File: src/hdl/gf2pd_pkg.sv
// Shared types and constants for the GF(2) polynomial divide and gcd block.
package gf2pd_pkg;

  localparam int DEF_WIDTH = 64;  // default coefficient count
  localparam int FIELD_W   = 64;  // width of the polynomial ports

  typedef enum logic [0:0] {
    ACT_DIVIDE = 1'b0,
    ACT_GCD    = 1'b1
  } action_t;

  typedef enum logic [2:0] {
    ST_IDLE,
    ST_DIV_NORM,
    ST_DIV_RUN,
    ST_GCD_RUN,
    ST_DONE
  } state_t;

  typedef enum logic [3:0] {
    DP_NOP,
    DP_LOAD,
    DP_SHIFT_U,
    DP_SHIFT_V,
    DP_XOR_U,
    DP_XOR_V,
    DP_DIV_STEP,
    DP_FIN_DIV,
    DP_FIN_GCD,
    DP_FIN_ERR
  } dp_op_t;

  typedef struct packed {
    logic u_zero;
    logic v_zero;
    logic u_top;
    logic v_top;
    logic du_ge_dv;
    logic du_lt_dv;
  } dp_stat_t;

endpackage

File: src/hdl/gf2pd_ctrl.sv
// Sequencer for the divide and gcd datapath.
module gf2pd_ctrl (
  input  logic                clk,
  input  logic                rst_n,
  input  logic                start,
  input  logic                action,
  input  gf2pd_pkg::dp_stat_t stat,
  output gf2pd_pkg::dp_op_t   cmd,
  output logic                busy,
  output logic                out_valid
);
  import gf2pd_pkg::*;

  state_t state_r, state_nxt;

  always_ff @(posedge clk) begin
    if (!rst_n) begin
      state_r <= ST_IDLE;
    end else begin
      state_r <= state_nxt;
    end
  end

  // next state
  always_comb begin
    state_nxt = state_r;
    case (state_r)
      ST_IDLE: begin
        if (start) begin
          state_nxt = (action == ACT_GCD) ? ST_GCD_RUN : ST_DIV_NORM;
        end
      end
      ST_DIV_NORM: begin
        if (stat.v_zero) begin
          state_nxt = ST_DONE;
        end else if (stat.v_top) begin
          state_nxt = ST_DIV_RUN;
        end
      end
      ST_DIV_RUN: begin
        if (stat.du_lt_dv) begin
          state_nxt = ST_DONE;
        end
      end
      ST_GCD_RUN: begin
        if (stat.u_zero || stat.v_zero) begin
          state_nxt = ST_DONE;
        end
      end
      ST_DONE:  state_nxt = ST_IDLE;
      default:  state_nxt = ST_IDLE;
    endcase
  end

  // outputs
  always_comb begin
    cmd       = DP_NOP;
    busy      = (state_r != ST_IDLE);
    out_valid = (state_r == ST_DONE);
    case (state_r)
      ST_IDLE: begin
        if (start) begin
          cmd = DP_LOAD;
        end
      end
      ST_DIV_NORM: begin
        // left-align the divisor first
        if (stat.v_zero) begin
          cmd = DP_FIN_ERR;
        end else if (!stat.v_top) begin
          cmd = DP_SHIFT_V;
        end
      end
      ST_DIV_RUN: begin
        cmd = stat.du_lt_dv ? DP_FIN_DIV : DP_DIV_STEP;
      end
      ST_GCD_RUN: begin
        if (stat.u_zero || stat.v_zero) begin
          cmd = DP_FIN_GCD;
        end else if (!stat.v_top) begin
          cmd = DP_SHIFT_V;
        end else if (!stat.u_top) begin
          cmd = DP_SHIFT_U;
        end else if (stat.du_ge_dv) begin
          cmd = DP_XOR_U;
        end else begin
          cmd = DP_XOR_V;
        end
      end
      ST_DONE:  cmd = DP_NOP;
      default:  cmd = DP_NOP;
    endcase
  end

  a_strobe_one_cycle: assert property (@(posedge clk) disable iff (!rst_n)
    out_valid |=> !out_valid)
    else $error("result strobe held longer than one cycle");

  a_accept_goes_busy: assert property (@(posedge clk) disable iff (!rst_n)
    (start && !busy) |=> (busy && !out_valid))
    else $error("accepted item did not start work");

  a_strobe_after_finish: assert property (@(posedge clk) disable iff (!rst_n)
    out_valid |-> ($past(cmd) == DP_FIN_DIV || $past(cmd) == DP_FIN_GCD ||
                   $past(cmd) == DP_FIN_ERR))
    else $error("result strobe without a finish step");

endmodule

File: src/hdl/gf2pd_dpath.sv
// Left-aligned shift/XOR datapath: operand registers, degree bounds, quotient, result.
module gf2pd_dpath #(
  parameter int WIDTH = gf2pd_pkg::DEF_WIDTH
) (
  input  logic                             clk,
  input  gf2pd_pkg::dp_op_t                cmd,
  input  logic [gf2pd_pkg::FIELD_W-1:0]    poly_a,
  input  logic [gf2pd_pkg::FIELD_W-1:0]    poly_b,
  output gf2pd_pkg::dp_stat_t              stat,
  output logic [gf2pd_pkg::FIELD_W-1:0]    quotient,
  output logic [gf2pd_pkg::FIELD_W-1:0]    remainder_or_gcd,
  output logic                             status
);
  import gf2pd_pkg::*;

  localparam int DW = $clog2(WIDTH) + 1;

  // u_r/v_r hold each operand shifted up so that bit WIDTH-1 sits at degree du_r/dv_r
  logic [WIDTH-1:0]           u_r, u_nxt, v_r, v_nxt, q_r, q_nxt;
  logic signed [DW-1:0]       du_r, du_nxt, dv_r, dv_nxt;
  logic [FIELD_W-1:0]         oq_r, oq_nxt, or_r, or_nxt;
  logic                       ost_r, ost_nxt;
  logic [DW-1:0]              sh_u, sh_v;
  logic [WIDTH-1:0]           uv_x;

  assign uv_x = u_r ^ v_r;
  assign sh_u = DW'(WIDTH - 1) - du_r;
  assign sh_v = DW'(WIDTH - 1) - dv_r;

  always_comb begin
    stat.u_zero   = (u_r == '0);
    stat.v_zero   = (v_r == '0);
    stat.u_top    = u_r[WIDTH-1];
    stat.v_top    = v_r[WIDTH-1];
    stat.du_ge_dv = (du_r >= dv_r);
    stat.du_lt_dv = (du_r < dv_r);
  end

  always_comb begin
    u_nxt   = u_r;
    v_nxt   = v_r;
    q_nxt   = q_r;
    du_nxt  = du_r;
    dv_nxt  = dv_r;
    oq_nxt  = oq_r;
    or_nxt  = or_r;
    ost_nxt = ost_r;
    case (cmd)
      DP_LOAD: begin
        u_nxt  = poly_a[WIDTH-1:0];
        v_nxt  = poly_b[WIDTH-1:0];
        du_nxt = DW'(WIDTH - 1);
        dv_nxt = DW'(WIDTH - 1);
        q_nxt  = '0;
      end
      DP_SHIFT_U: begin
        u_nxt  = u_r << 1;
        du_nxt = du_r - DW'(1);
      end
      DP_SHIFT_V: begin
        v_nxt  = v_r << 1;
        dv_nxt = dv_r - DW'(1);
      end
      DP_XOR_U: begin
        // leading terms cancel, so drop the top bit
        u_nxt  = uv_x << 1;
        du_nxt = du_r - DW'(1);
      end
      DP_XOR_V: begin
        v_nxt  = uv_x << 1;
        dv_nxt = dv_r - DW'(1);
      end
      DP_DIV_STEP: begin
        u_nxt  = u_r[WIDTH-1] ? (uv_x << 1) : (u_r << 1);
        q_nxt  = {q_r[WIDTH-2:0], u_r[WIDTH-1]};
        du_nxt = du_r - DW'(1);
      end
      DP_FIN_DIV: begin
        oq_nxt  = FIELD_W'(q_r);
        or_nxt  = FIELD_W'(u_r >> sh_u);
        ost_nxt = 1'b0;
      end
      DP_FIN_GCD: begin
        oq_nxt  = '0;
        or_nxt  = stat.v_zero ? FIELD_W'(u_r >> sh_u) : FIELD_W'(v_r >> sh_v);
        ost_nxt = 1'b0;
      end
      DP_FIN_ERR: begin
        oq_nxt  = '0;
        or_nxt  = '0;
        ost_nxt = 1'b1;
      end
      DP_NOP:  ;
      default: ;
    endcase
  end

  always_ff @(posedge clk) begin
    u_r   <= u_nxt;
    v_r   <= v_nxt;
    q_r   <= q_nxt;
    du_r  <= du_nxt;
    dv_r  <= dv_nxt;
    oq_r  <= oq_nxt;
    or_r  <= or_nxt;
    ost_r <= ost_nxt;
  end

  assign quotient         = oq_r;
  assign remainder_or_gcd = or_r;
  assign status           = ost_r;

endmodule

File: src/hdl/gf2_poly_divide_and_gcd.sv
// Top level: GF(2) polynomial divider and Euclidean gcd unit.
//
//   channel | handshake                    | payload
//   --------+------------------------------+-------------------------------------------
//   input   | start, busy (transfer when   | in_action, in_poly_a, in_poly_b
//           | start high and busy low)     |
//   result  | out_valid, one-cycle strobe  | out_quotient, out_remainder_or_gcd,
//           |                              | out_status
//
// One item at a time. Divide and gcd proceed by at most one shift/XOR step per cycle on
// the left-aligned operand registers; a zero divisor ends a divide with out_status set.
// busy rises after the transfer and stays high through the strobe cycle.
// Synchronous active-low reset returns the sequencer to idle.
// The receiver cannot stall; each result is shown for exactly one cycle.
module gf2_poly_divide_and_gcd #(
  parameter int WIDTH = gf2pd_pkg::DEF_WIDTH
) (
  input  logic                          clk,
  input  logic                          rst_n,
  input  logic                          start,
  output logic                          busy,
  input  logic                          in_action,
  input  logic [gf2pd_pkg::FIELD_W-1:0] in_poly_a,
  input  logic [gf2pd_pkg::FIELD_W-1:0] in_poly_b,
  output logic                          out_valid,
  output logic [gf2pd_pkg::FIELD_W-1:0] out_quotient,
  output logic [gf2pd_pkg::FIELD_W-1:0] out_remainder_or_gcd,
  output logic                          out_status
);
  import gf2pd_pkg::*;

  dp_op_t   cmd;
  dp_stat_t stat;

  gf2pd_ctrl u_ctrl (
    .clk       (clk),
    .rst_n     (rst_n),
    .start     (start),
    .action    (in_action),
    .stat      (stat),
    .cmd       (cmd),
    .busy      (busy),
    .out_valid (out_valid)
  );

  gf2pd_dpath #(
    .WIDTH (WIDTH)
  ) u_dpath (
    .clk              (clk),
    .cmd              (cmd),
    .poly_a           (in_poly_a),
    .poly_b           (in_poly_b),
    .stat             (stat),
    .quotient         (out_quotient),
    .remainder_or_gcd (out_remainder_or_gcd),
    .status           (out_status)
  );

endmodule
File: config.mk
export PLATFORM = sky130hd
export DESIGN_NAME = gf2_poly_divide_and_gcd
export DESIGN_NICKNAME = d
export VERILOG_FILES = /design/src/hdl/gf2pd_pkg.sv /design/src/hdl/gf2pd_ctrl.sv /design/src/hdl/gf2pd_dpath.sv /design/src/hdl/gf2_poly_divide_and_gcd.sv
export SDC_FILE = /design/constraint.sdc
export NUM_CORES = 1
export LEC_CHECK = 0
export BUFFER_PORTS_ARGS = -buffer_cell sky130_fd_sc_hd__buf_2
export CORE_UTILIZATION = 45
export CTS_CLUSTER_SIZE = 10
export DETAILED_ROUTE_END_ITERATION = 10
export PLACE_DENSITY = 0.76
export SLEW_MARGIN = 20
export SYNTH_ARGS = -nofsm -noshare
export SYNTH_HDL_FRONTEND = slang
export SYNTH_HIERARCHICAL = 1
export SYNTH_SLANG_ARGS = --single-unit
File: constraint.sdc
create_clock -name clk -period 8.7 [get_ports clk]
set_input_delay 0.87 -clock clk [delete_from_list [all_inputs] [get_ports clk]]
set_output_delay 0.87 -clock clk [all_outputs]
set_load 0.03 [all_outputs]
==> metrics.txt <==
post-synthesis register bit count ~340; Antenna Cells 0; Clock Tree Root clkbuf_16; hpwl dp 65.20 mm; Die H roughly 230 microns; Hold/Removal Path Class register to register; final worst setup slack around 2800 ps; initial antenna violation count 1; dpl ws ~3300 ps; CTS Buffer Depth 3; placed insts 3000; critical path depth 12; vias in the first global route approximately 20000; share of cells above drive strength 1 0.2383; slowest stage cell on the critical path nor4_1; Setup Skew about 32 ps; total wire length a little under 90 mm; power density cells around 430 nW/um^2; final hold vios 0; ys async rst share 0; share of the synthesized area in the top cell type 0.4246; Finished Layout Cells 3072; die footprint 53570 sq um; clock sink count 338; R2R Setup Slk around 2800 ps; via/cell ratio between 6 and 7; setup TNS 0 ps; worst path bufs/invs 3; GRT overflow 0; count of input and output buffers between 200 and 300; mean post-synth cell area roughly 11 sq um; cell accounting for the most synthesized area edfxtp_1; largest net degree at the start of global routing a little under 90; Global Route Usage Sum 0.3301; Final period util 0.6736; CTS tree yes; DR WL/cell just under 30 microns; Fmax between 150 and 200 MHz; dominant cells by area after synthesis edfxtp_1, mux4_2, a221o_1, mux2i_1, o21ai_0; die width 231.5 microns; max incr delay on CP 840 ps; reg-to-reg critical path endpoint u_dpath/v_r[14]; most frequent cells after synthesis edfxtp_1, nand2_1, o21ai_0; first-pass GRT wire length 131.4 mm; Seq/Total Area, Yosys 0.4271; Worst Setup SP u_dpath/u_r[63]; DRT iter0 DRCs about 3100; worst vdd rail ir drop 0.2323 mV; Final Wtd Congestion roughly 1.1; Core Util, Final 0.5154; top_reg_cell synth edfxtp_1; Clock transition at path regs around 50 ps; CP endpoint u_dpath/v_r[14]; number of flops mapped to enable cells by yosys around 340; Post-Syn Instances about 2200; Worst slew margin 0.2441; Pins Over Slew Limit 0; number of buffers added for setup after CTS 0; hold_buf cts 0; worst-skew pair later-pin latency approximately 600 ps; R2R cell count 12; CP most frequent cell buf_4; total vias in the final route between 20000 and 25000; Post-Syn Area 23690 sq um; Syn Nets 2376; CP Cell Sequence nor4_1 > nand4_1 > nor4_1 > buf_4 > a21oi_4 > nor2_1 > nor2b_1 > nand3b_1 > buf_4 > buf_4 > o21ai_0 > a221o_1; row cnt 83; TritonRoute pass-1 iters 8; drt drc 0; Worst-Margin Slew between 1000 and 1500 ps; number of setup violations in the final report 0; synth-to-layout area growth 12.28%; max-cap check violation count 0; starting density of the core 0.4590; RSZ-0062 raised after global routing false; Final nets roughly 2500; WHS ~530 ps; worst r2r src u_dpath/u_r[63]; Critical Path Fanout Max 86; number of library cell types mapped by synthesis between 70 and 80; CTS resizes 0; crit path launch type register; H-Tree Depth 2; Core Region between 50000 and 60000 sq um; Antenna Violating Nets Remaining 0; Crit path arrival time just over 6000 ps; yosys warns 6; CP required about 9100 ps; IO Pins roughly 260; status finished clean; CP endpoint kind register; Crit Path Category register to register; Leak 9.854 nW; most frequent cell after synthesis edfxtp_1; min Tclk post-route between 5000 and 6000 ps; Num CTS Buffers between 40 and 50; CP top delay family simple AND/OR/NAND/NOR gates
metrics by stage:
stage | power, mW | instance area (sq um)
finish | 11.34 | 26600
global route | 11.68 | 26600
CTS | 11.10 | 26600
detailed placement | 9.438 | 25330
global placement | 9.330 | 25330
floorplan | 7.278 | 23690
cell families after synthesis:
kind of cell,share of synthesized area
AO/OA/AOI/OAI,0.1810
XOR/XNOR,0.004066
buffers and inverters,0.04346
AND/OR/NAND/NOR,0.1544
multiplexers,0.1852
adder cells (fa/ha/maj),0.004753
flip-flops,0.4271
worst min-delay path by stage:
| stage | start | to | slack (ps) | cells past startpoint |
|---|---|---|---|---|
| after detailed placement | u_dpath/q_r[63] | u_dpath/quotient[63] | 520 | 1 |
| final | u_dpath/q_r[63] | u_dpath/quotient[63] | 530 | 1 |
| after CTS | u_dpath/q_r[63] | u_dpath/quotient[63] | 530 | 1 |
| after floorplan | u_dpath/q_r[63] | u_dpath/quotient[63] | 500 | 1 |
| after global placement | u_dpath/q_r[63] | u_dpath/quotient[63] | 500 | 1 |
| after global routing | u_dpath/q_r[63] | u_dpath/quotient[63] | 560 | 1 |
report_power, final:
part           internal, mW  leakage (nW)  switching, mW
logic                  2.27          6.08           3.69
clock network         0.932         0.600          0.699
registers              2.74          3.17           1.01
registers in the layout (all words and copies together) (netlist names):
signal and cells:
u_dpath/du_r 7, u_dpath/u_r 64, u_dpath/q_r 64, u_dpath/status 1
u_dpath/quotient 64, u_dpath/remainder_or_gcd 64, u_dpath/v_r 64, u_dpath/dv_r 7
u_ctrl/state_r 3
final cells by class:
class / count / area [sq um]
fill: 4542 / 25010
timing repair buffer: 307 / 1653
tap: 680 / 850.8
clock inverter: 10 / 136.4
multi-input combinational: 1655 / 12630
sequential: 338 / 10120
inverter: 20 / 80.08
clock buffer: 62 / 1126
cells in the final DEF (no fill, tap or decap), types with 67 or more instances in the layout:
| cell type | n |
|---|---|
| mux2_2 | 70 |
| mux4_2 | 114 |
| a221o_1 | 126 |
| buf_2 | 262 |
| and2_1 | 132 |
| mux2i_1 | 103 |
| nand2_1 | 250 |
| edfxtp_1 | 335 |
| o21ai_0 | 193 |
| o22ai_1 | 67 |
| nor2_1 | 170 |
per-layer routing:
metal | vias to the layer above | global-route usage | share of wire
met5 | - | 0 | 0.00015
met4 | 2 | 0.1844 | 0.066
met3 | 326 | 0.06188 | 0.11
met2 | 1566 | 0.5247 | 0.46
met1 | 10310 | 0.4237 | 0.37
li1 | 8987 | - | -
No activity file was read; power rests on OpenSTA's default activity.
